--- src/dto_ram.sv ---
module dto_ram #(
    parameter int WIDTH = 10,
    parameter int DEPTH = 256,
    localparam int AW = $clog2(DEPTH)
) (
    input  logic             i_clk,
    input  logic             i_we,
    input  logic [AW-1:0]    i_waddr,
    input  logic [WIDTH-1:0] i_wdata,
    input  logic [AW-1:0]    i_raddr,
    output logic [WIDTH-1:0] o_rdata
);
    logic [WIDTH-1:0] r_mem [DEPTH];
    logic [WIDTH-1:0] r_rdata;

    always_ff @(posedge i_clk) begin
        if (i_we) begin
            r_mem[i_waddr] <= i_wdata;
        end
        r_rdata <= r_mem[i_raddr];
    end

    assign o_rdata = r_rdata;
endmodule

--- config.mk ---
export PLATFORM = sky130hd
export DESIGN_NAME = dto_ram
export DESIGN_NICKNAME = d
export VERILOG_FILES = /design/src/dto_ram.sv
export SDC_FILE = /design/constraint.sdc
export NUM_CORES = 2
export LEC_CHECK = 0
export ABC_CLOCK_PERIOD_IN_PS = 2800
export BUFFER_PORTS_ARGS = -buffer_cell sky130_fd_sc_hd__buf_2
export CAP_MARGIN = 25
export CELL_PAD_IN_SITES_DETAIL_PLACEMENT = 0
export CELL_PAD_IN_SITES_GLOBAL_PLACEMENT = 1
export CORE_MARGIN = 2
export CORE_UTILIZATION = 44
export CTS_CLUSTER_SIZE = 10
export DETAILED_ROUTE_END_ITERATION = 7
export GPL_ROUTABILITY_DRIVEN = 0
export GPL_TIMING_DRIVEN = 0
export PLACE_DENSITY = 0.66
export SYNTH_ARGS = -nofsm -noshare
export SYNTH_HDL_FRONTEND = slang
export SYNTH_SLANG_ARGS = --single-unit
--- constraint.sdc ---
create_clock -name i_clk -period 2.8 [get_ports i_clk]
set_clock_uncertainty 0.05 [all_clocks]
set_input_delay 0.28 -clock i_clk [delete_from_list [all_inputs] [get_ports i_clk]]
set_output_delay 0.28 -clock i_clk [all_outputs]
set_load 0.03 [all_outputs]
# Yosys cells after proc, flatten, opt, wreduce, memory -nomap -nowiden
# Memories as Yosys holds them, arrays and structs flattened. A register that Yosys moved wholly into a read port is not among the register bits.
# Index checks and enable logic that the tools add are counted.
[totals] ff_bits=0 ramBits=2560 inputBits=28 output_inout_bits=10 word_cells=3 memories=1
[mem_list] memory="r_mem" words=256 width=10 rd=1 rd_ports_with_merged_regs=1 wr=1 line="13" source="logic [WIDTH-1:0] r_mem [DEPTH];"
[op_classes] mux=2
[ops] op="$mux W1" n=2

# Depth between registers and ports, before layout
[depth] ltp_word=2 mapped_depth=12 depth_no_buf=6

# Worst setup path after synthesis
# No wires, ideal clock.
[synth_path] path_type="in2reg" start="in i_raddr[0]" end="reg r_rdata[3], in the netlist o_rdata[3], read port of r_mem" setup_ns=0.126 arrival_time_ns=2.096 t_required_ns=2.624 slack_ns=0.529 path_stages=9 path_buffers=4 path_cell_list="buf_4 > buf_8 > buf_8 > buf_2 > mux4_2 > a22oi_1 > a21oi_1 > nor4_1 > nor3_1"
[synth_lines] element="start: declaration" line="10" source="input logic [AW-1:0] i_raddr,"
[synth_lines] element="end: declaration" line="14" source="logic [WIDTH-1:0] r_rdata;"

==> out/qor.yml <==
antenna_found_initial: 26
hold_path_startpoint: "i_waddr[7]"
place_ws_ns: -2.51
rsz0062_at_grt: "true"
p_seq_share_pct: 51.5
fin_util_pct: 51.4
layout_setup_ws_ns: -0.267
ir_drop_mv: 0.547
ys_seq_area_share_pct: 77.7
clockBufferDepth: 4
postPlaceCellArea_um2: 106000
cts_max_level: 5
relSlewSlack_pct: 24.7
holdPathStages: 4
maxSlewViolCount: 0
first_pass_iters: 7
synth_warnings: 0
port_buffers: 30
drv_cap: 0
worstPathMaxFanout: 11
avgSynthCellArea_um2: 21.4
die-area_um2: 229000
p_per_area_nw_per_um2: 716
core_um2: 224000
clock_latency_ns: 0.97
die_w_um: 479
ys.flop_type: "edfxtp_1"
r2r_end: "o_rdata[8]"
switching_power_mw: 18.3
syn_area_um2: 99300
arrival_ns: 3.78
async_reset_ff_share_pct: 0
grt_pass1_wl_um: 447000
cts_tree: "yes"
timing.hold.worst_endpoint: "r_mem[5][9]"
cellInternalPower_mw: 64.2
drc: 0
synthCells: 4642
avgViaCountPerCell: 6.51
pwr-share-clk_pct: 42.3
cp-start-kind: "input port"
fp.dieH_um: 479
wl_per_cell_um: 40.4
grt_use_total_pct: 29.1
period_minus_slack_ns: 3.07
hold_ws_ns: 0.0839
vias: 54300
mostFrequentLayoutCells: "edfxtp_1 (2560), mux4_2 (495), clkbuf_16 (316), nor2_1 (247), mux2i_1 (210)"
required_ns: 3.51
grt_max_degree: 157
hold_class: "input port to flop"
overflow: 0
drtIter0Drc: 8936
power_frac_comb_pct: 6.2
fmax_mhz: 326
syn_nets: 4670
ff_latch_area_um2: 77100
finalHoldViolCount: 0
fill_cells: 17600
report.final.setup_viol: 16
final_area_um2: 115000
r2r_start: "r_mem[209][8]"
nets: 5276
yosys_register_bits: 2570
path_class: "input port to flop"
cts.root.buffer_cell: "clkbuf_16"
end_kind: "flop"
start_util_pct: 44.2
synth_cell_types: 53
clkTransAtPathRegs_ns: 0.06
io_pins: 38
multi_input_area_um2: 20900
final_common_cell: "edfxtp_1"
swShare_pct: 22.2
failed_checks: "negative setup slack"
numCtsBuffers: 310
worst_slew_pin_slew_ns: 1.13
drive_gt1_share_pct: 27.0
ant_nets: 0
cts.sinks: 2570
p_leak_nw: 36.4
fp-row-count: 174
grt_pass1_vias: 52000
period_share_pct: 110
hpwlAfterDp_um: 226000
r2r_slack_ns: -0.09
r2r_cells: 7
syn_to_final_growth_pct: 16.2
status: "finished with violations"
routed_wl_um: 337000
synth-edff-count: 2560
worst max path at each step:
stage                           from    endpoint  slack, ns  depth (start not counted)
after global routing      i_raddr[4]  o_rdata[1]      -0.12                          8
after global placement    i_raddr[1]  o_rdata[5]      -4.02                          9
after floorplan           i_raddr[0]  o_rdata[3]       0.53                          9
final                     i_raddr[3]  o_rdata[1]      -0.27                         10
after detailed placement  i_raddr[1]  o_rdata[1]      -2.51                         11
after CTS                 i_raddr[1]  o_rdata[5]      -0.07                         12
per-layer routing:
layer | vias to the layer above | share of wire (%) | global-route usage (%)
li1 | 20700 | - | -
met1 | 28900 | 37 | 39.1
met2 | 3889 | 44 | 42.9
met3 | 742 | 12 | 9.09
met4 | 12 | 5.9 | 15.2
met5 | - | 0.060 | 0
worst max-delay path, stage by stage:
cell,delay [ns]
buf_2,0.31
buf_2,0.42
buf_2,0.38
clkbuf_2,0.49
a21oi_1,0.17
buf_4,0.26
o31ai_1,0.42
buf_4,0.26
o32ai_2,0.17
nor3_2,0.54
cells by family (layout without fill, tap and decap cells):
family / Yosys count / in the layout / share of synthesized area, %
DFF: 2570 / 2570 / 77.7
and+or+nand+nor: 514 / 514 / 2.32
AOI/OAI and AO/OA: 525 / 525 / 3.71
buffers and inverters: 287 / 966 / 1.88
other: 0 / 22 / 0
muxes: 746 / 746 / 14.4
final cells by class:
| cell class | instances | share of cell area, % |
|---|---|---|
| multi-input combinational | 1785 | 18.1 |
| sequential | 2570 | 66.8 |
| clock inverter | 16 | 0.148 |
| inverter | 3 | 0.00976 |
| tap | 2992 | 3.25 |
| clock buffer | 369 | 7.03 |
| buffer | 280 | 1.79 |
| antenna | 22 | 0.0477 |
| timing repair buffer | 298 | 2.76 |
sequential cells by signal, indices dropped and copies added (netlist names):
register	count
o_rdata	10
r_mem	2560
power by group through the flow:
stage	clock, mW	combinational, mW	sequential [mW]
2_1_floorplan	0	2.04	43.3
3_3_place_gp	0	4.61	43.4
3_5_place_dp	0	4.84	43.3
4_1_cts	35.1	4.97	42.5
5_1_grt	36.5	5.15	42.5
6_report	34.9	5.13	42.5
Yosys cell counts (24+ instances only):
master       n  area [um2]
o22ai_1     57         357
nor2b_1     24         150
edfxtp_1  2560       76900
clkbuf_1   131         492
buf_6       24         270
o221ai_1    40         350
mux2i_1    210        2100
nand2_1     47         176
nor2_1     292        1100
mux4_2     495       11100
a21oi_1    113         566
nor4_1      27         169
buf_4       29         218
buf_2       48         240
mux4_1      41        1080
nand3_1     39         195
a22oi_1    191        1430
nor3_1      32         160
timing repair:
| item | in CTS | in global routing |
|---|---|---|
| hold buffers | 11 | 0 |
| buffers inserted | 5 | 0 |
| endpoints found under the setup margin | 148 | 175 |
| endpoints found under the hold margin | 945 | 0 |
| pin swaps | 2 | 3 |
| resized for setup | 157 | 58 |
metrics by stage:
step | setup TNS [ns] | std cells | total power, mW
floorplan | 0 | 4642 | 45.3
global placement | -6821.24 | 7664 | 48.0
detailed placement | -905.01 | 7884 | 48.1
CTS | -0.156 | 8282 | 82.6
global route | -0.150 | 8319 | 84.1
finish | -1.63 | 8335 | 82.5
(Power assumes the default switching activity.)
