[src/dto_pkg.sv]
package dto_pkg;

    localparam int FIELD_W  = 5;
    localparam int OP_W     = 2;
    localparam int CFG_W    = 6;
    localparam int PEND_W   = 6;
    localparam int EDGE_W   = 2 * FIELD_W;

    localparam logic [OP_W-1:0] OP_ADD     = 2'd0;
    localparam logic [OP_W-1:0] OP_COMPUTE = 2'd1;
    localparam logic [OP_W-1:0] OP_CLEAR   = 2'd2;

    typedef enum logic [2:0] {
        ST_ORDER    = 3'd0,
        ST_EMPTY_OK = 3'd1,
        ST_CYCLE    = 3'd2,
        ST_FULL     = 3'd3,
        ST_ADDED    = 3'd4,
        ST_DUP      = 3'd5,
        ST_RANGE    = 3'd6,
        ST_CLEARED  = 3'd7
    } t_status;

    typedef enum logic {
        CMD_REPORT,
        CMD_COMPUTE
    } t_cmd_kind;

    typedef struct packed {
        t_cmd_kind kind;
        t_status   status;
    } t_cmd;

endpackage

[src/dto_cmd_fifo.sv]
module dto_cmd_fifo (
    input  logic          i_clk,
    input  logic          i_rst_n,
    input  logic          i_push,
    input  dto_pkg::t_cmd i_cmd,
    output logic          o_push_ready,
    output logic          o_pop_valid,
    input  logic          i_pop,
    output dto_pkg::t_cmd o_cmd
);
    import dto_pkg::*;

    t_cmd       r_mem [2];
    logic       r_wptr;
    logic       r_rptr;
    logic [1:0] r_cnt;
    logic       w_push;
    logic       w_pop;

    assign o_push_ready = (r_cnt != 2'd2);
    assign o_pop_valid  = (r_cnt != 2'd0);
    assign o_cmd        = r_mem[r_rptr];
    assign w_push       = i_push && o_push_ready;
    assign w_pop        = i_pop && o_pop_valid;

    always_ff @(posedge i_clk) begin
        if (w_push) begin
            r_mem[r_wptr] <= i_cmd;
        end
        if (!i_rst_n) begin
            r_wptr <= 1'b0;
            r_rptr <= 1'b0;
            r_cnt  <= 2'd0;
        end else begin
            if (w_push) begin
                r_wptr <= ~r_wptr;
            end
            if (w_pop) begin
                r_rptr <= ~r_rptr;
            end
            if (w_push && !w_pop) begin
                r_cnt <= r_cnt + 2'd1;
            end else if (w_pop && !w_push) begin
                r_cnt <= r_cnt - 2'd1;
            end
        end
    end
endmodule

[config.mk]
export PLATFORM = sky130hd
export DESIGN_NAME = dto_cmd_fifo
export DESIGN_NICKNAME = d
export VERILOG_FILES = /design/src/dto_pkg.sv /design/src/dto_cmd_fifo.sv
export SDC_FILE = /design/constraint.sdc
export NUM_CORES = 1
export LEC_CHECK = 0
export ABC_AREA = 0
export ABC_CLOCK_PERIOD_IN_PS = 3750
export BUFFER_PORTS_ARGS = -buffer_cell sky130_fd_sc_hd__buf_2
export CELL_PAD_IN_SITES_DETAIL_PLACEMENT = 1
export CELL_PAD_IN_SITES_GLOBAL_PLACEMENT = 2
export CORE_MARGIN = 10
export CORE_UTILIZATION = 35
export CTS_BUF_LIST = sky130_fd_sc_hd__clkbuf_8
export DETAILED_ROUTE_END_ITERATION = 6
export GPL_TIMING_DRIVEN = 0
export HOLD_SLACK_MARGIN = 0.05
export PLACE_DENSITY_LB_ADDON = 0.1
export SLEW_MARGIN = 20
export SYNTH_ARGS = -nofsm -noshare
export SYNTH_HDL_FRONTEND = slang
export SYNTH_SLANG_ARGS = --single-unit
[constraint.sdc]
create_clock -name i_clk -period 3.75 [get_ports i_clk]
set_input_delay 0.5625 -clock i_clk [delete_from_list [all_inputs] [get_ports i_clk]]
set_output_delay 0.5625 -clock i_clk [all_outputs]
set_load 0.1 [all_outputs]
### Yosys cells after proc, flatten, opt, wreduce, memory -nomap -nowiden

Memories as Yosys holds them, arrays and structs flattened. A register that Yosys moved wholly into a read port is not among the register bits.
Cells that the tools add are included.

* output and inout bits: 6
* input bits: 8
* bits in writable memories: 8
* memories kept: 1
* bits in registers: 4
* word-level logic and storage cells: 23

Memory list
* r_mem: depth 2, bits a word 4, rd ports 1, clocked after Yosys merged registers in 1, write ports 1, RTL line dto_cmd_fifo.sv:13 `t_cmd r_mem [2];`

* multiplexer cells: 6
* bitwise operators: 2
* reductions and logical operators: 8
* eq/ne operators: 1
* add/sub/neg operators: 2

Operators with widths (count)
* $logic_and 1x1->1: 4
* $mux 1: 4
* $mux 2: 2
* $reduce_bool 2->1: 2
* $add 2x1->2 const B: 1
* $logic_not 1->1: 2
* $ne 2x2->1 const B: 1
* $not 1->1: 2
* $sub 2x1->2 const B: 1

### Logic depth before layout (Yosys ltp)

* depth after elaboration: 6
* gate-level depth with buffers: 6
* depth with buffers taken out: 6

### Worst setup path before layout

Ideal clock, no wire load.

* path kind: register to register
* start point: reg r_cnt[0]
* end point: reg r_cnt[1]
* buffers on the path: 0
* cell stages (with the launch flop): 6
* data arrival time: 1.667 ns
* data required time: 3.680 ns
* clock period less this slack: 1.737 ns
* setup slack: 2.013 ns
* library setup time: 0.070 ns
* cell sequence: dfxtp_1 nand2b_4 and2_1 ha_1 or3_1 a21oi_1

* longest elaborated chain between the ends: 5
* elaborated cells between the ends (all ways): 13
* those cells by class: add/sub (2); eq/ne (1); mux (2); reduce/logical (8)

Ends and longest elaborated chain
* start, declared: RTL line dto_cmd_fifo.sv:16 `logic [1:0] r_cnt;`
* start signal, assigned: RTL line dto_cmd_fifo.sv:42 `r_cnt <= r_cnt + 2'd1;`
* start signal, assigned: RTL line dto_cmd_fifo.sv:44 `r_cnt <= r_cnt - 2'd1;`
* $ne 2x2->1 (*): RTL line dto_cmd_fifo.sv:20 `assign o_push_ready = (r_cnt != 2'd2);`
* net o_push_ready: RTL line dto_cmd_fifo.sv:6 `output logic o_push_ready,`
* $logic_and 1x1->1 (*): RTL line dto_cmd_fifo.sv:23 `assign w_push = i_push && o_push_ready;`
* net w_push: RTL line dto_cmd_fifo.sv:17 `logic w_push;`
* $logic_not 1->1: RTL line dto_cmd_fifo.sv:43 `end else if (w_pop && !w_push) begin`
* $logic_and 1x1->1: RTL line dto_cmd_fifo.sv:43
* $reduce_bool 2->1 (no line)

Mark *: on every way through the listed nets, which the timed path passes. The rest lies on a longest branch. The select of a mux whose other input is x is not followed.
A chain may end at the register's enable or synchronous reset.

==> impl_results.html <==
<table>
<tr><th>Metric</th><th>Value</th></tr>
<tr><th colspan="2">Logic synthesis</th></tr>
<tr><td>Yosys warning count</td><td>0</td></tr>
<tr><td>Share of the synthesized netlist area taken by xor and xnor gates</td><td>5.06%</td></tr>
<tr><td>Sequential cell area fraction in the yosys report</td><td>65.5%</td></tr>
<tr><td>Area share of fa/ha/maj cells after synthesis</td><td>2.41%</td></tr>
<tr><td>Number of nets in the synthesized netlist</td><td>46</td></tr>
<tr><td>Register bit count reported by yosys</td><td>13</td></tr>
<tr><td>Portion of netlist area occupied by mux cells</td><td>8.67%</td></tr>
<tr><td>Netlist cell types</td><td>16</td></tr>
<tr><td>Fraction of the mapped netlist area in compound gates</td><td>5.78%</td></tr>
<tr><td>Average cell area after synthesis</td><td>14.0 sq um</td></tr>
<tr><td>Post-synthesis instance area</td><td>519 sq um</td></tr>
<tr><td>Post-synthesis instance total</td><td>37</td></tr>
<tr><td>Post-synthesis share of cell area spent on and, or, nand and nor gates</td><td>11.1%</td></tr>
<tr><td>Dominant combinational cell family by area after synthesis</td><td>simple AND/OR/NAND/NOR gates</td></tr>
<tr><th colspan="2">Place</th></tr>
<tr><td>HPWL after detailed placement</td><td>866 um</td></tr>
<tr><td>Placed cell count</td><td>65</td></tr>
<tr><td>Gp weighted congestion</td><td>0.611</td></tr>
<tr><td>Pre-CTS setup slack</td><td>1990 ps</td></tr>
<tr><td>Number of buffers added on ports</td><td>13</td></tr>
<tr><th colspan="2">Hold path</th></tr>
<tr><td>Depth of the worst hold-timing path</td><td>2</td></tr>
<tr><td>Path class of the lowest-slack min-delay path</td><td>flip-flop to flip-flop</td></tr>
<tr><th colspan="2">Worst setup path</th></tr>
<tr><td>Slowest cell delay on critical path</td><td>400 ps</td></tr>
<tr><td>Critical-path cell with the highest stage delay</td><td>sky130_fd_sc_hd__dfxtp_1</td></tr>
<tr><td>Critical path launch point type</td><td>flip-flop</td></tr>
<tr><td>Cell count of the worst reg-to-reg path</td><td>5</td></tr>
<tr><td>Worst reg-to-reg setup slack</td><td>2130 ps</td></tr>
<tr><td>Worst setup path class</td><td>flip-flop to output pin</td></tr>
<tr><td>Cell family contributing the most delay on the critical path</td><td>flip-flops</td></tr>
<tr><td>Crit path arrival time</td><td>1280 ps</td></tr>
<tr><td>Largest fanout of any net on the critical path</td><td>4</td></tr>
<tr><td>Stages on worst setup path</td><td>2</td></tr>
<tr><td>Ordered list of cells on the worst path</td><td>mux2_2 -&gt; buf_2</td></tr>
<tr><td>Setup crit end kind</td><td>output pin</td></tr>
<tr><td>Required @ worst endpoint</td><td>3190 ps</td></tr>
<tr><td>Buffers &amp; Inverters on Critical Path</td><td>1</td></tr>
<tr><th colspan="2">Job</th></tr>
<tr><td>Maxcap violations</td><td>0</td></tr>
<tr><th colspan="2">Clocking</th></tr>
<tr><td>Number of buffers on the longest clock path</td><td>2</td></tr>
<tr><td>Master cell of the clock root buffer</td><td>sky130_fd_sc_hd__clkbuf_8</td></tr>
<tr><td>Worst-Skew Late Latency</td><td>240 ps</td></tr>
<tr><td>Count of cells resized by post-cts repair</td><td>0</td></tr>
<tr><td>H-Tree Depth</td><td>1</td></tr>
<tr><td>CTS Hold Buffers Added</td><td>0</td></tr>
<tr><td>Number of sinks driven by the clock tree</td><td>13</td></tr>
<tr><td>Number of buffers inserted during clock tree synthesis</td><td>3</td></tr>
<tr><td>Postcts setup bufs</td><td>0</td></tr>
<tr><td>TritonCTS clock tree</td><td>built</td></tr>
<tr><td>Clock-pin slew of the registers on the worst-case setup and hold paths</td><td>50 ps</td></tr>
<tr><th colspan="2">Routing</th></tr>
<tr><td>Vias post-DR</td><td>333</td></tr>
<tr><td>Total DRC errors in the routed layout</td><td>0</td></tr>
<tr><td>DRC violation total after the first TritonRoute iteration</td><td>7</td></tr>
<tr><td>Mean routed wirelength per cell</td><td>15.4 um</td></tr>
<tr><td>Wirelength, routed</td><td>1060 um</td></tr>
<tr><td>Number of nets still failing antenna checks after routing</td><td>0</td></tr>
<tr><td>First drt pass iteration count</td><td>2</td></tr>
<tr><td>Via/cell ratio</td><td>4.83</td></tr>
<tr><th colspan="2">STA</th></tr>
<tr><td>Minimum period implied by the final worst setup slack</td><td>1850 ps</td></tr>
<tr><td>Final hold violations</td><td>0</td></tr>
<tr><td>Setup TNS</td><td>0 ps</td></tr>
<tr><td>Total setup violations reported at the end of the flow</td><td>0</td></tr>
<tr><td>Remaining max-slew budget at the tightest pin</td><td>67.5%</td></tr>
<tr><td>Post-route fraction of the period consumed by the critical path</td><td>49.2%</td></tr>
<tr><td>Measured slew at the worst slew-check pin</td><td>492 ps</td></tr>
<tr><td>Setup repair after global routing missed its margin</td><td>false</td></tr>
<tr><td>Min setup slack post-route</td><td>1900 ps</td></tr>
<tr><td>Max Clk Rate</td><td>542 MHz</td></tr>
<tr><td>Setup clock skew after layout</td><td>1.19 ps</td></tr>
<tr><td>Fin. max-slew vios</td><td>0</td></tr>
<tr><th colspan="2">Floorplanning</th></tr>
<tr><td>Die span in x</td><td>58.5 um</td></tr>
<tr><td>DIE AREA</td><td>3420 sq um</td></tr>
<tr><td>Number of cell rows</td><td>13</td></tr>
<tr><td>Y dimension of the die</td><td>58.5 um</td></tr>
<tr><td>Core outline area</td><td>1350 sq um</td></tr>
<tr><td>Initial core utilization</td><td>38.5%</td></tr>
<tr><td>Ports placed on the boundary</td><td>14</td></tr>
<tr><th colspan="2">Finish</th></tr>
<tr><td>Number of diodes added for antenna fixing</td><td>0</td></tr>
<tr><td>Final instance count without filler cells</td><td>69</td></tr>
<tr><td>Share of the core filled with cells</td><td>48.0%</td></tr>
<tr><td>Net count reported at finish</td><td>64</td></tr>
<tr><td>Fraction of layout instances using a drive strength above 1</td><td>42.6%</td></tr>
<tr><td>Area growth, synth to finish</td><td>24.8%</td></tr>
<tr><td>Number of filler instances in the final layout</td><td>155</td></tr>
<tr><th colspan="2">Status</th></tr>
<tr><td>Outcome</td><td>finished, final reports clean</td></tr>
<tr><th colspan="2">GRT</th></tr>
<tr><td>First-pass GRT wire length</td><td>1660 um</td></tr>
<tr><td>Total routing usage reported by global routing</td><td>6.57%</td></tr>
<tr><td>Maximum number of pins on one net before global-route repair</td><td>8</td></tr>
<tr><td>Antenna violations before repair</td><td>0</td></tr>
<tr><td>Via count of the first global-routing pass</td><td>359</td></tr>
<tr><td>Gr ovfl total</td><td>0</td></tr>
</table>
## cell families after synthesis
group	Yosys count
flip-flops	13
AO/OA/AOI/OAI	5
multiplexers	4
buffers and inverters	2
AND/OR/NAND/NOR	9
XOR/XNOR	3
adder cells (fa/ha/maj)	1
## tightest hold or removal path, cell delays in order, from the launching register on
cell and delay [ps]:
sky130_fd_sc_hd__dfxtp_1 330, sky130_fd_sc_hd__xor2_1 80, sky130_fd_sc_hd__nor2_1 70
## cell usage in the layout, fill, tap and decap left out
cell type,n
sky130_fd_sc_hd__buf_2,13
sky130_fd_sc_hd__edfxtp_1,8
sky130_fd_sc_hd__dfxtp_1,5
sky130_fd_sc_hd__mux2_2,4
sky130_fd_sc_hd__inv_1,3
sky130_fd_sc_hd__xor2_1,3
sky130_fd_sc_hd__nor2_1,3
sky130_fd_sc_hd__clkbuf_8,3
sky130_fd_sc_hd__o21ai_0,2
sky130_fd_sc_hd__a21oi_1,2
sky130_fd_sc_hd__nand2b_4,1
sky130_fd_sc_hd__and2_1,1
sky130_fd_sc_hd__or2_2,1
sky130_fd_sc_hd__and3_1,1
sky130_fd_sc_hd__nand3b_1,1
sky130_fd_sc_hd__a21bo_2,1
sky130_fd_sc_hd__or3_1,1
sky130_fd_sc_hd__ha_1,1
## sequential cells by signal, summed over array words and instances (netlist names), named ones only
signal  cells
r_cnt       2
r_mem       8
r_rptr      1
r_wptr      1
## routing by layer
| layer | track usage [%] | vias up | wire [um] |
|---|---|---|---|
| met5 | 0 | - | 0 |
| met4 | 2.01 | 0 | 7 |
| met3 | 5.15 | 2 | 85 |
| met2 | 10.9 | 10 | 540 |
| met1 | 6.03 | 156 | 427 |
| li1 | - | 165 | - |
## per-stage QoR
| step | hold slack [ps] | area (sq um) |
|---|---|---|
| floorplan | 472 | 519 |
| global placement | 487 | 603 |
| detailed placement | 503 | 603 |
| CTS | 506 | 648 |
| global route | 502 | 648 |
| finish | 511 | 648 |
## path summary, 6_finish.rpt
check / startpoint / end
setup reg to reg: r_cnt[0] / r_cnt[1]
hold / removal: r_rptr / r_rptr
hold reg to reg: r_rptr / r_rptr
setup / recovery: flip-flop / o_cmd[0]
## layout make-up
class / instances / area, sq um / share of cell area (%)
clock inverters: 1 / 3.75 / 0.579
well taps: 15 / 18.8 / 2.90
flip-flops and latches: 13 / 340 / 52.5
repair buffers: 13 / 65.1 / 10.0
clock buffers: 3 / 41.3 / 6.37
inverters: 2 / 7.51 / 1.16
multi-input cells: 22 / 171 / 26.4
## cell usage after synthesis
library cell               number  area, sq um
sky130_fd_sc_hd__edfxtp_1       8          240
sky130_fd_sc_hd__a21bo_2        1         10.0
sky130_fd_sc_hd__and2_1         1         6.26
sky130_fd_sc_hd__and3_1         1         6.26
sky130_fd_sc_hd__xor2_1         3         26.3
sky130_fd_sc_hd__nor2_1         3         11.3
sky130_fd_sc_hd__nand2b_4       1         13.8
sky130_fd_sc_hd__nand3b_1       1         7.51
sky130_fd_sc_hd__ha_1           1         12.5
sky130_fd_sc_hd__o21ai_0        2         10.0
sky130_fd_sc_hd__inv_1          2         7.51
sky130_fd_sc_hd__a21oi_1        2         10.0
sky130_fd_sc_hd__or3_1          1         6.26
sky130_fd_sc_hd__dfxtp_1        5          100
sky130_fd_sc_hd__mux2_2         4         45.0
sky130_fd_sc_hd__or2_2          1         6.26
Power is not shown: default switching activity piles up to over one toggle a cycle in this logic, so the estimate is an artifact.
