## config.mk

```make
export PLATFORM = sky130hd
export DESIGN_NAME = dto_back_flat
export DESIGN_NICKNAME = d
export VERILOG_FILES = /design/src/dto_pkg.sv /design/src/dto_if.sv /design/src/dto_back.sv /design/src/flat_wrapper.sv
export SDC_FILE = /design/constraint.sdc
export NUM_CORES = 1
export LEC_CHECK = 0
export ABC_AREA = 1
export BUFFER_PORTS_ARGS = -buffer_cell sky130_fd_sc_hd__buf_4
export CORE_ASPECT_RATIO = 0.8
export CORE_MARGIN = 10
export CORE_UTILIZATION = 50
export CTS_BUF_LIST = sky130_fd_sc_hd__clkbuf_4 sky130_fd_sc_hd__clkbuf_8
export DETAILED_ROUTE_END_ITERATION = 10
export PLACE_DENSITY = 0.77
export SYNTH_ARGS = -nofsm -noshare
export SYNTH_HDL_FRONTEND = slang
export SYNTH_SLANG_ARGS = --single-unit
```

## constraint.sdc

```tcl
create_clock -name i_clk -period 4.8 [get_ports i_clk]
set_input_delay 0.96 -clock i_clk [delete_from_list [all_inputs] [get_ports i_clk]]
set_output_delay 0.96 -clock i_clk [all_outputs]
set_load 0.005 [all_outputs]
```

## src/dto_pkg.sv

```systemverilog
package dto_pkg;

    localparam int FIELD_W  = 5;
    localparam int OP_W     = 2;
    localparam int CFG_W    = 6;
    localparam int PEND_W   = 6;
    localparam int EDGE_W   = 2 * FIELD_W;

    localparam logic [OP_W-1:0] OP_ADD     = 2'd0;
    localparam logic [OP_W-1:0] OP_COMPUTE = 2'd1;
    localparam logic [OP_W-1:0] OP_CLEAR   = 2'd2;

    typedef enum logic [2:0] {
        ST_ORDER    = 3'd0,
        ST_EMPTY_OK = 3'd1,
        ST_CYCLE    = 3'd2,
        ST_FULL     = 3'd3,
        ST_ADDED    = 3'd4,
        ST_DUP      = 3'd5,
        ST_RANGE    = 3'd6,
        ST_CLEARED  = 3'd7
    } t_status;

    typedef enum logic {
        CMD_REPORT,
        CMD_COMPUTE
    } t_cmd_kind;

    typedef struct packed {
        t_cmd_kind kind;
        t_status   status;
    } t_cmd;

endpackage

```

## src/dto_if.sv

```systemverilog


interface dto_out_if;
    import dto_pkg::*;
    logic               valid;
    logic               ready;
    logic [2:0]         status;
    logic [FIELD_W-1:0] position;
    logic [FIELD_W-1:0] module_res;
    logic [FIELD_W-1:0] cycle_provider;
    logic [FIELD_W-1:0] cycle_consumer;
    logic               last;

    modport source (output valid, status, position, module_res, cycle_provider,
                    cycle_consumer, last, input ready);
    modport sink   (input valid, status, position, module_res, cycle_provider,
                    cycle_consumer, last, output ready);
endinterface

```

## src/dto_back.sv

```systemverilog
module dto_back #(
    parameter int MAX_MODULES = 32,
    parameter int MAX_EDGES   = 256,
    localparam int MW = $clog2(MAX_MODULES),
    localparam int NW = $clog2(MAX_MODULES + 1),
    localparam int EW = $clog2(MAX_EDGES),
    localparam int SW = $clog2(MAX_EDGES + 1)
) (
    input  logic                       i_clk,
    input  logic                       i_rst_n,
    input  logic [NW-1:0]              i_n,
    input  logic                       i_cmd_valid,
    output logic                       o_cmd_ready,
    input  dto_pkg::t_cmd              i_cmd,
    output logic [EW-1:0]              o_edge_raddr,
    input  logic [dto_pkg::EDGE_W-1:0] i_edge_rdata,
    input  logic [SW-1:0]              i_edges_stored,
    output logic [MW-1:0]              o_adj_addr,
    input  logic [MAX_MODULES-1:0]     i_adj_row,
    output logic                       o_done,
    dto_out_if.source                  o_result
);
    import dto_pkg::*;

    typedef enum logic [2:0] {
        S_IDLE, S_COUNT, S_PICK, S_APPLY, S_FIND, S_FOUT, S_EMIT
    } t_state;

    t_state                 r_state;
    logic [PEND_W-1:0]      r_pend [MAX_MODULES];
    logic [MAX_MODULES-1:0] r_placed;
    logic [MW-1:0]          r_order [MAX_MODULES];
    logic [MW-1:0]          r_sel;
    logic [NW-1:0]          r_pos;
    logic [SW-1:0]          r_addr;
    logic                   r_vld;
    logic [FIELD_W-1:0]     r_cp;
    logic [FIELD_W-1:0]     r_cc;
    logic                   r_done;

    logic                   r_ovalid;
    t_status                r_ostatus;
    logic [FIELD_W-1:0]     r_opos;
    logic [FIELD_W-1:0]     r_omod;
    logic [FIELD_W-1:0]     r_ocp;
    logic [FIELD_W-1:0]     r_occ;
    logic                   r_olast;

    logic               w_free;
    logic               w_found;
    logic [MW-1:0]      w_sel;
    logic [FIELD_W-1:0] w_from;
    logic [FIELD_W-1:0] w_to;
    logic               w_in_rng;
    logic               w_issue;
    logic               w_last;

    assign w_free       = !r_ovalid || o_result.ready;
    assign o_cmd_ready  = (r_state == S_IDLE) && (i_cmd.kind == CMD_COMPUTE || w_free);
    assign o_edge_raddr = r_addr[EW-1:0];
    assign o_adj_addr   = r_sel;
    assign o_done       = r_done;
    assign w_from       = i_edge_rdata[EDGE_W-1:FIELD_W];
    assign w_to         = i_edge_rdata[FIELD_W-1:0];
    assign w_in_rng     = (32'(w_from) < 32'(i_n)) && (32'(w_to) < 32'(i_n));
    assign w_issue      = (r_addr < i_edges_stored);
    assign w_last       = (32'(r_pos) + 32'd1 == 32'(i_n));

    // lowest unplaced module with no pending providers
    always_comb begin
        w_found = 1'b0;
        w_sel   = '0;
        for (int i = MAX_MODULES - 1; i >= 0; i--) begin
            if (i < 32'(i_n) && !r_placed[i] && r_pend[i] == '0) begin
                w_found = 1'b1;
                w_sel   = MW'(i);
            end
        end
    end

    always_ff @(posedge i_clk) begin
        if (!i_rst_n) begin
            r_state  <= S_IDLE;
            r_ovalid <= 1'b0;
            r_done   <= 1'b0;
            r_vld    <= 1'b0;
        end else begin
            r_done <= 1'b0;
            if (o_result.ready) begin
                r_ovalid <= 1'b0;
            end
            unique case (r_state)
                S_IDLE: begin
                    if (i_cmd_valid && o_cmd_ready) begin
                        if (i_cmd.kind == CMD_COMPUTE) begin
                            for (int i = 0; i < MAX_MODULES; i++) begin
                                r_pend[i] <= '0;
                            end
                            r_placed <= '0;
                            r_addr   <= '0;
                            r_vld    <= 1'b0;
                            r_state  <= S_COUNT;
                        end else begin
                            r_ovalid  <= 1'b1;
                            r_ostatus <= i_cmd.status;
                            r_opos    <= '0;
                            r_omod    <= '0;
                            r_ocp     <= '0;
                            r_occ     <= '0;
                            r_olast   <= 1'b1;
                        end
                    end
                end
                S_COUNT: begin
                    r_vld <= w_issue;
                    if (w_issue) begin
                        r_addr <= r_addr + SW'(1);
                    end
                    if (r_vld && w_in_rng) begin
                        r_pend[MW'(w_to)] <= r_pend[MW'(w_to)] + PEND_W'(1);
                    end
                    if (!r_vld && !w_issue) begin
                        r_pos   <= '0;
                        r_state <= S_PICK;
                    end
                end
                S_PICK: begin
                    if (r_pos == i_n) begin
                        r_pos   <= '0;
                        r_state <= S_EMIT;
                    end else if (w_found) begin
                        r_order[r_pos[MW-1:0]] <= w_sel;
                        r_placed[w_sel]        <= 1'b1;
                        r_sel                  <= w_sel;
                        r_pos                  <= r_pos + NW'(1);
                        r_state                <= S_APPLY;
                    end else begin
                        r_addr  <= '0;
                        r_vld   <= 1'b0;
                        r_cp    <= '0;
                        r_cc    <= '0;
                        r_state <= S_FIND;
                    end
                end
                S_APPLY: begin
                    for (int j = 0; j < MAX_MODULES; j++) begin
                        if (i_adj_row[j] && !r_placed[j] && r_pend[j] != '0) begin
                            r_pend[j] <= r_pend[j] - PEND_W'(1);
                        end
                    end
                    r_state <= S_PICK;
                end
                S_FIND: begin
                    r_vld <= w_issue;
                    if (w_issue) begin
                        r_addr <= r_addr + SW'(1);
                    end
                    if (r_vld && w_in_rng && !r_placed[MW'(w_from)]
                            && !r_placed[MW'(w_to)]) begin
                        r_cp    <= w_from;
                        r_cc    <= w_to;
                        r_state <= S_FOUT;
                    end else if (!r_vld && !w_issue) begin
                        r_state <= S_FOUT;
                    end
                end
                S_FOUT: begin
                    if (w_free) begin
                        r_ovalid  <= 1'b1;
                        r_ostatus <= ST_CYCLE;
                        r_opos    <= '0;
                        r_omod    <= '0;
                        r_ocp     <= r_cp;
                        r_occ     <= r_cc;
                        r_olast   <= 1'b1;
                        r_done    <= 1'b1;
                        r_state   <= S_IDLE;
                    end
                end
                S_EMIT: begin
                    if (w_free) begin
                        r_ovalid  <= 1'b1;
                        r_ostatus <= ST_ORDER;
                        r_opos    <= FIELD_W'(r_pos);
                        r_omod    <= FIELD_W'(r_order[r_pos[MW-1:0]]);
                        r_ocp     <= '0;
                        r_occ     <= '0;
                        r_olast   <= w_last;
                        r_pos     <= r_pos + NW'(1);
                        if (w_last) begin
                            r_done  <= 1'b1;
                            r_state <= S_IDLE;
                        end
                    end
                end
                default: begin
                    r_state <= S_IDLE;
                end
            endcase
        end
    end

    assign o_result.valid          = r_ovalid;
    assign o_result.status         = r_ostatus;
    assign o_result.position       = r_opos;
    assign o_result.module_res     = r_omod;
    assign o_result.cycle_provider = r_ocp;
    assign o_result.cycle_consumer = r_occ;
    assign o_result.last           = r_olast;
endmodule

```

## src/flat_wrapper.sv

```systemverilog
// flat-port wrapper written by rule: the top's interface ports become plain ports
module dto_back_flat import dto_pkg::*;
#(
    parameter int MAX_MODULES = 32,
    parameter int MAX_EDGES   = 256,
    localparam int MW = $clog2(MAX_MODULES),
    localparam int NW = $clog2(MAX_MODULES + 1),
    localparam int EW = $clog2(MAX_EDGES),
    localparam int SW = $clog2(MAX_EDGES + 1)
)
  (i_clk, i_rst_n, i_n, i_cmd_valid, o_cmd_ready, i_cmd, o_edge_raddr, i_edge_rdata, i_edges_stored, o_adj_addr, i_adj_row, o_done, o_result_valid, o_result_status, o_result_position, o_result_module_res, o_result_cycle_provider, o_result_cycle_consumer, o_result_last, o_result_ready);
  dto_out_if o_result_i ();
  input  logic i_clk;
  input  logic i_rst_n;
  input  logic [NW-1:0] i_n;
  input  logic i_cmd_valid;
  output logic o_cmd_ready;
  input  dto_pkg::t_cmd i_cmd;
  output logic [EW-1:0] o_edge_raddr;
  input  logic [dto_pkg::EDGE_W-1:0] i_edge_rdata;
  input  logic [SW-1:0] i_edges_stored;
  output logic [MW-1:0] o_adj_addr;
  input  logic [MAX_MODULES-1:0] i_adj_row;
  output logic o_done;
  output wire logic [$bits(o_result_i.valid)-1:0] o_result_valid;
  output wire logic [$bits(o_result_i.status)-1:0] o_result_status;
  output wire logic [$bits(o_result_i.position)-1:0] o_result_position;
  output wire logic [$bits(o_result_i.module_res)-1:0] o_result_module_res;
  output wire logic [$bits(o_result_i.cycle_provider)-1:0] o_result_cycle_provider;
  output wire logic [$bits(o_result_i.cycle_consumer)-1:0] o_result_cycle_consumer;
  output wire logic [$bits(o_result_i.last)-1:0] o_result_last;
  input wire logic [$bits(o_result_i.ready)-1:0] o_result_ready;
  assign o_result_valid = o_result_i.valid;
  assign o_result_status = o_result_i.status;
  assign o_result_position = o_result_i.position;
  assign o_result_module_res = o_result_i.module_res;
  assign o_result_cycle_provider = o_result_i.cycle_provider;
  assign o_result_cycle_consumer = o_result_i.cycle_consumer;
  assign o_result_last = o_result_i.last;
  assign o_result_i.ready = o_result_ready;
  dto_back #(.MAX_MODULES(MAX_MODULES), .MAX_EDGES(MAX_EDGES)) u_core (.i_clk(i_clk), .i_rst_n(i_rst_n), .i_n(i_n), .i_cmd_valid(i_cmd_valid), .o_cmd_ready(o_cmd_ready), .i_cmd(i_cmd), .o_edge_raddr(o_edge_raddr), .i_edge_rdata(i_edge_rdata), .i_edges_stored(i_edges_stored), .o_adj_addr(o_adj_addr), .i_adj_row(i_adj_row), .o_done(o_done), .o_result(o_result_i));
endmodule
```

; Word level (Yosys, flattened, before mapping)
; Memory sizes are Yosys's and may differ from the RTL's. A register that Yosys moved wholly into a read port is not among the register bits.
; Index checks and enable logic that the tools add are counted.
[totals]
reg_bits = 92
latch_bits = 0
ram_bits = 352
mem_bits_ro = 0
output_inout_bits = 40
word_cells = 720
memories = 2
[op_classes]
add_sub_neg = 36
mul = 0
div_mod_pow = 0
n_lt_le_gt_ge = 39
n_eq_ne = 22
n_shift = 0
muxes = 315
bitwise_logic = 34
reduce_logical = 256
[memory_table]
columns = name, depth, word_bits, read_ports, rd_clocked_by_memory_dff, wr, line
row1 = u_core.r_pend, 32, 6, 33, 0, 32, dto_back.sv:30  ; logic [PEND_W-1:0] r_pend [MAX_MODULES];
row2 = u_core.r_order, 32, 5, 1, 1, 1, dto_back.sv:32  ; logic [MW-1:0] r_order [MAX_MODULES];
[ops]
columns = operator, n
row1 = $mux 5, 45
row2 = $mux 6, 37
row3 = $mux 1, 193
row4 = $logic_not 6->1, 32
row5 = $reduce_bool 6->1, 32
row6 = $sub 6x1->6 const B, 32
row7 = $logic_and 1x1->1, 136
row8 = $mux 32, 4
row9 = $lt 5x6->1 const A, 16
row10 = $pmux 32 s2, 1
row11 = $pmux 5 s3, 4
row12 = $lt 4x6->1 const A, 8
row13 = $mux 9, 5
row14 = $mux 3, 13
row15 = $logic_not 1->1, 37
row16 = $eq 32x6->1, 1
row17 = $or 1x1->1, 32
row18 = $or 32x32->32, 1
row19 = $pmux 9 s3, 1
row20 = $lt 3x6->1 const A, 4
row21 = $pmux 3 s7, 1
row22 = $pmux 5 s2, 2
row23 = $lt 5x6->1 const B, 3
row24 = $pmux 6 s3, 1
row25 = other kinds (31), 61

; Longest topological paths before layout
[logic_depth]
ltp_word = 43
depth_mapped = 38

; Least setup slack after synthesis
; No wires, ideal clock.
[synth_timing]
path_type = input to register
start = input port i_n[5]
end = register u_core.r_addr[0] (enable)
setup_time_ps = 427
arrival_ps = 4425
t_required_ps = 4373
slack_ps = -51
cell_stages = 16
n_path_buf = 1
path_cell_list = buf_2 nor2_1 inv_2 nor2_1 inv_2 nor2_1 a211oi_1 nor2_1 nand3_1 inv_1 nand2_1 nor2_2 nand2_1 a21oi_1 nand2_1 a2111oi_0
[synth_via]
elab_chain_cells = 37
[synth_rtl]
columns = item, line
row1 = from (decl), flat_wrapper.sv:15  ; input logic [NW-1:0] i_n;
row2 = $lt 5x6->1, dto_back.sv:74  ; if (i < 32'(i_n) && !r_placed[i] && r_pend[i] == '0) begin
row3 = $logic_and 1x1->1 (2 in a row), dto_back.sv:74
row4 = $mux 1 (32 in a row), dto_back.sv:74
row5 = $ne 2x2->1 (no line), -
row6 = $reduce_and 7->1 (no line) (*), -
row7 = to (signal assigned), dto_back.sv:117  ; r_addr <= r_addr + SW'(1);
row8 = to (signal assigned), dto_back.sv:156  ; r_addr <= r_addr + SW'(1);
row9 = to (decl), dto_back.sv:35  ; logic [SW-1:0] r_addr;
; Every way passes the cells marked *; elsewhere a longest branch is shown, timed or not.
; A chain may end at the register's enable or synchronous reset.

==> metrics.cfg <==
[worst_setup_path]
critPathArrivalTime_ps = 4530
crit_path_frequent_cell = nand2_1
crit_path_start_kind = flop
cp-end-kind = flop
cp_max_fo = 33
worstPathRequired_ps = 5200
slowest_stage = nor3_1
slowest_delay_ps = 470
criticalPathCategory = reg -> reg

[final_layout]
multiInputGateArea_mm2 = 0.009502
nets = 2948
seq_area_mm2 = 0.01337
drive_above_1_share = 0.1111
n_fill_cell = 4169
final_core_util = 0.5756
syn_to_final_growth_pct = 13.02

[timing]
setup_viol = 0
maxSlewHeadroom = 0.2384
maxSlewViolCount = 0
min_period_over_period = 0.8589
finalHoldViolations = 0
period_needed_ps = 4123
clock_skew_ps = 38.18
tns_ps = 0
max_freq_mhz = 242.6
worstMarginPinSlew_ps = 1141
rsz0062_at_grt = false

[yosys]
ys_seq_area_frac = 0.5398
synth-async-reset-ratio = 0
avgSynthCellArea_um2 = 9.207
syn-num-nets = 2814
synth_ff_type = edfxtp_1
synth-edff-count = 438
synth_seq_cells = 449
netlist_area_mm2 = 0.02478
synth_cell_type_count = 50
synthCells = 2691
yosysWarningCount = 0

[floorplanning]
die-area_mm2 = 0.05891
initial_core_util = 0.5093
fp-row-count = 72
die-height_um = 219.1
io_pins = 105
fp.dieW_um = 268.9
core_mm2 = 0.04865

[run_status]
status = finished clean

[worst_hold_path]
min_path_type = reg -> reg

[clock_tree]
cts_setup_buffers = 0
cts_tree = built
clock_latency_ps = 700
cts_sinks = 449
cts.path.max_buffers = 3
clkSlewWorstSetupHoldPaths_ps = 60
ctsResizeCount = 0
htree_num_levels = 3
cts_made_buffers = 73
postCtsHoldBufs = 0
cts_root_buffer = clkbuf_8

[place]
io_buffer_count = 104
detailed_place_hpwl_mm = 57.37
gp_congestion = 1.023

[job]
max_cap_viol_count = 0

[route]
ant_nets = 0
drc = 0
viasPerCell = 6.308
wl_per_cell_um = 22.92
drtIter0Drc = 3617
vias = 22130
wl_mm = 80.42
dr.pass1.iters = 7

[grt]
grt-ovfl-total = 0
grt_use_total = 0.2684
grt_pass1_vias = 20920
antenna_found_initial = 1
grt_max_degree = 81
grt_first_pass_wirelength_mm = 122.4

[power]
p_leak_nw = 10.87
p_per_area_mw_per_mm2 = 417.7
vdd_drop_max_uv = 230.4

[layer usage]
metal	global-route usage	up-vias	wire, µm
met5	0	-	0
met4	0.1111	0	3171
met3	0.07041	210	10950
met2	0.3944	1555	34500
met1	0.3716	10510	31790
li1	-	9860	-
[kinds of logic after synthesis]
| logic type | Yosys count | synth area share |
|---|---|---|
| and+or+nand+nor | 895 | 0.1558 |
| AOI/OAI and AO/OA | 688 | 0.1616 |
| buffers and inverters | 502 | 0.07853 |
| DFF | 449 | 0.5398 |
| xor gates and xnor gates | 99 | 0.03500 |
| adders and majority gates | 58 | 0.02929 |
[path summary, 6_finish.rpt]
| check | slack [ps] | from | endpoint | depth (start not counted) |
|---|---|---|---|---|
| min reg2reg | 560 | u_core.r_pend[31][0] | u_core.r_pend[31][0] | 1 |
| min | 560 | u_core.r_pend[31][0] | u_core.r_pend[31][0] | 1 |
| max | 680 | u_core.r_pend[28][0] | u_core.r_order[2][0] | 36 |
| max reg2reg | 680 | u_core.r_pend[28][0] | u_core.r_order[2][0] | 36 |
[cell type report]
cell class | instances | share of cell area
clock buffer | 101 | 0.04428
antenna | 1 | 0.00008937
tap | 629 | 0.02811
sequential | 449 | 0.4776
multi-input combinational | 1740 | 0.3393
clock inverter | 28 | 0.009383
timing repair buffer | 164 | 0.04799
inverter | 397 | 0.05322
[critical path, delay by kind of cell, from the launching register on]
| kind | cells | cell delay (ps) |
|---|---|---|
| flip-flops | 1 | 390 |
| buffers and inverters | 3 | 470 |
| adder cells (fa/ha/maj) | 1 | 190 |
| AND/OR/NAND/NOR | 32 | 2770 |
[Yosys cell counts, types with 4 or more instances]
cell	instances	area share
nor3_1	64	0.013
a22o_1	5	0.0018
o2111ai_1	6	0.0021
xor2_1	67	0.024
o221ai_1	29	0.010
buf_2	16	0.0032
xnor2_1	32	0.011
o22ai_1	226	0.057
nand2_1	234	0.035
a31oi_1	17	0.0043
a21oi_1	92	0.019
dfxtp_1	11	0.0089
a2111oi_0	4	0.0014
or2_2	7	0.0018
o21ai_0	279	0.056
nand3_1	160	0.032
o31ai_1	5	0.0015
nor4_1	13	0.0033
inv_2	8	0.0012
buf_4	9	0.0027
edfxtp_1	438	0.53
nor2_1	355	0.054
inv_1	381	0.058
ha_1	58	0.029
nand4_1	48	0.012
clkbuf_1	71	0.011
buf_1	8	0.0012
clkinv_1	8	0.0012
[layout by cell type (no fill, tap or decap), types with 9 or more instances in the layout]
master	synthesis	layout
clkbuf_8	0	77
nor3_1	64	61
nor2_1	355	353
o221ai_1	29	29
a31oi_1	17	17
o21ai_0	279	279
buf_12	0	9
nand2_1	234	234
a21oi_1	92	92
clkbuf_4	0	24
nand3_1	160	160
o22ai_1	226	226
nor4_1	13	13
buf_4	9	155
clkinv_1	8	18
nand4_1	48	48
ha_1	58	58
dfxtp_1	11	10
xnor2_1	32	32
inv_1	381	381
edfxtp_1	438	438
xor2_1	67	67
[through the flow]
step / total power, mW / hold WS (ps) / std cells / setup WS (ps) / instance area [µm²]
floorplan: 7.003 / 519.2 / 2691 / 371.2 / 24780
detailed placement: 8.155 / 546.3 / 3379 / 496.9 / 26500
global placement: 8.062 / 544.0 / 3379 / 487.9 / 26500
CTS: 11.63 / 519.3 / 3508 / 778.6 / 28000
global route: 12.20 / 538.6 / 3509 / 375.5 / 28000
finish: 11.70 / 557.5 / 3509 / 677.2 / 28000
[sequential cells by signal, summed over array words and instances, names as in the netlist, 3 cells and up, named ones only]
register	flops
u_core.o_result.status	3
u_core.o_result.position	5
u_core.o_adj_addr	5
u_core.r_pos	6
u_core.r_cp	5
u_core.o_result.cycle_provider	5
u_core.r_state	3
u_core.r_cc	5
u_core.o_result.module_res	5
u_core.r_order	160
u_core.r_pend	192
u_core.r_placed	32
u_core.o_result.cycle_consumer	5
u_core.r_addr	9
[power by group]
part,internal (mW),switching [mW]
combinational,0.892,2.23
clock,1.86,1.64
sequential,4.83,0.244
total,7.58,4.11
Power figures use the tool's default switching activity.
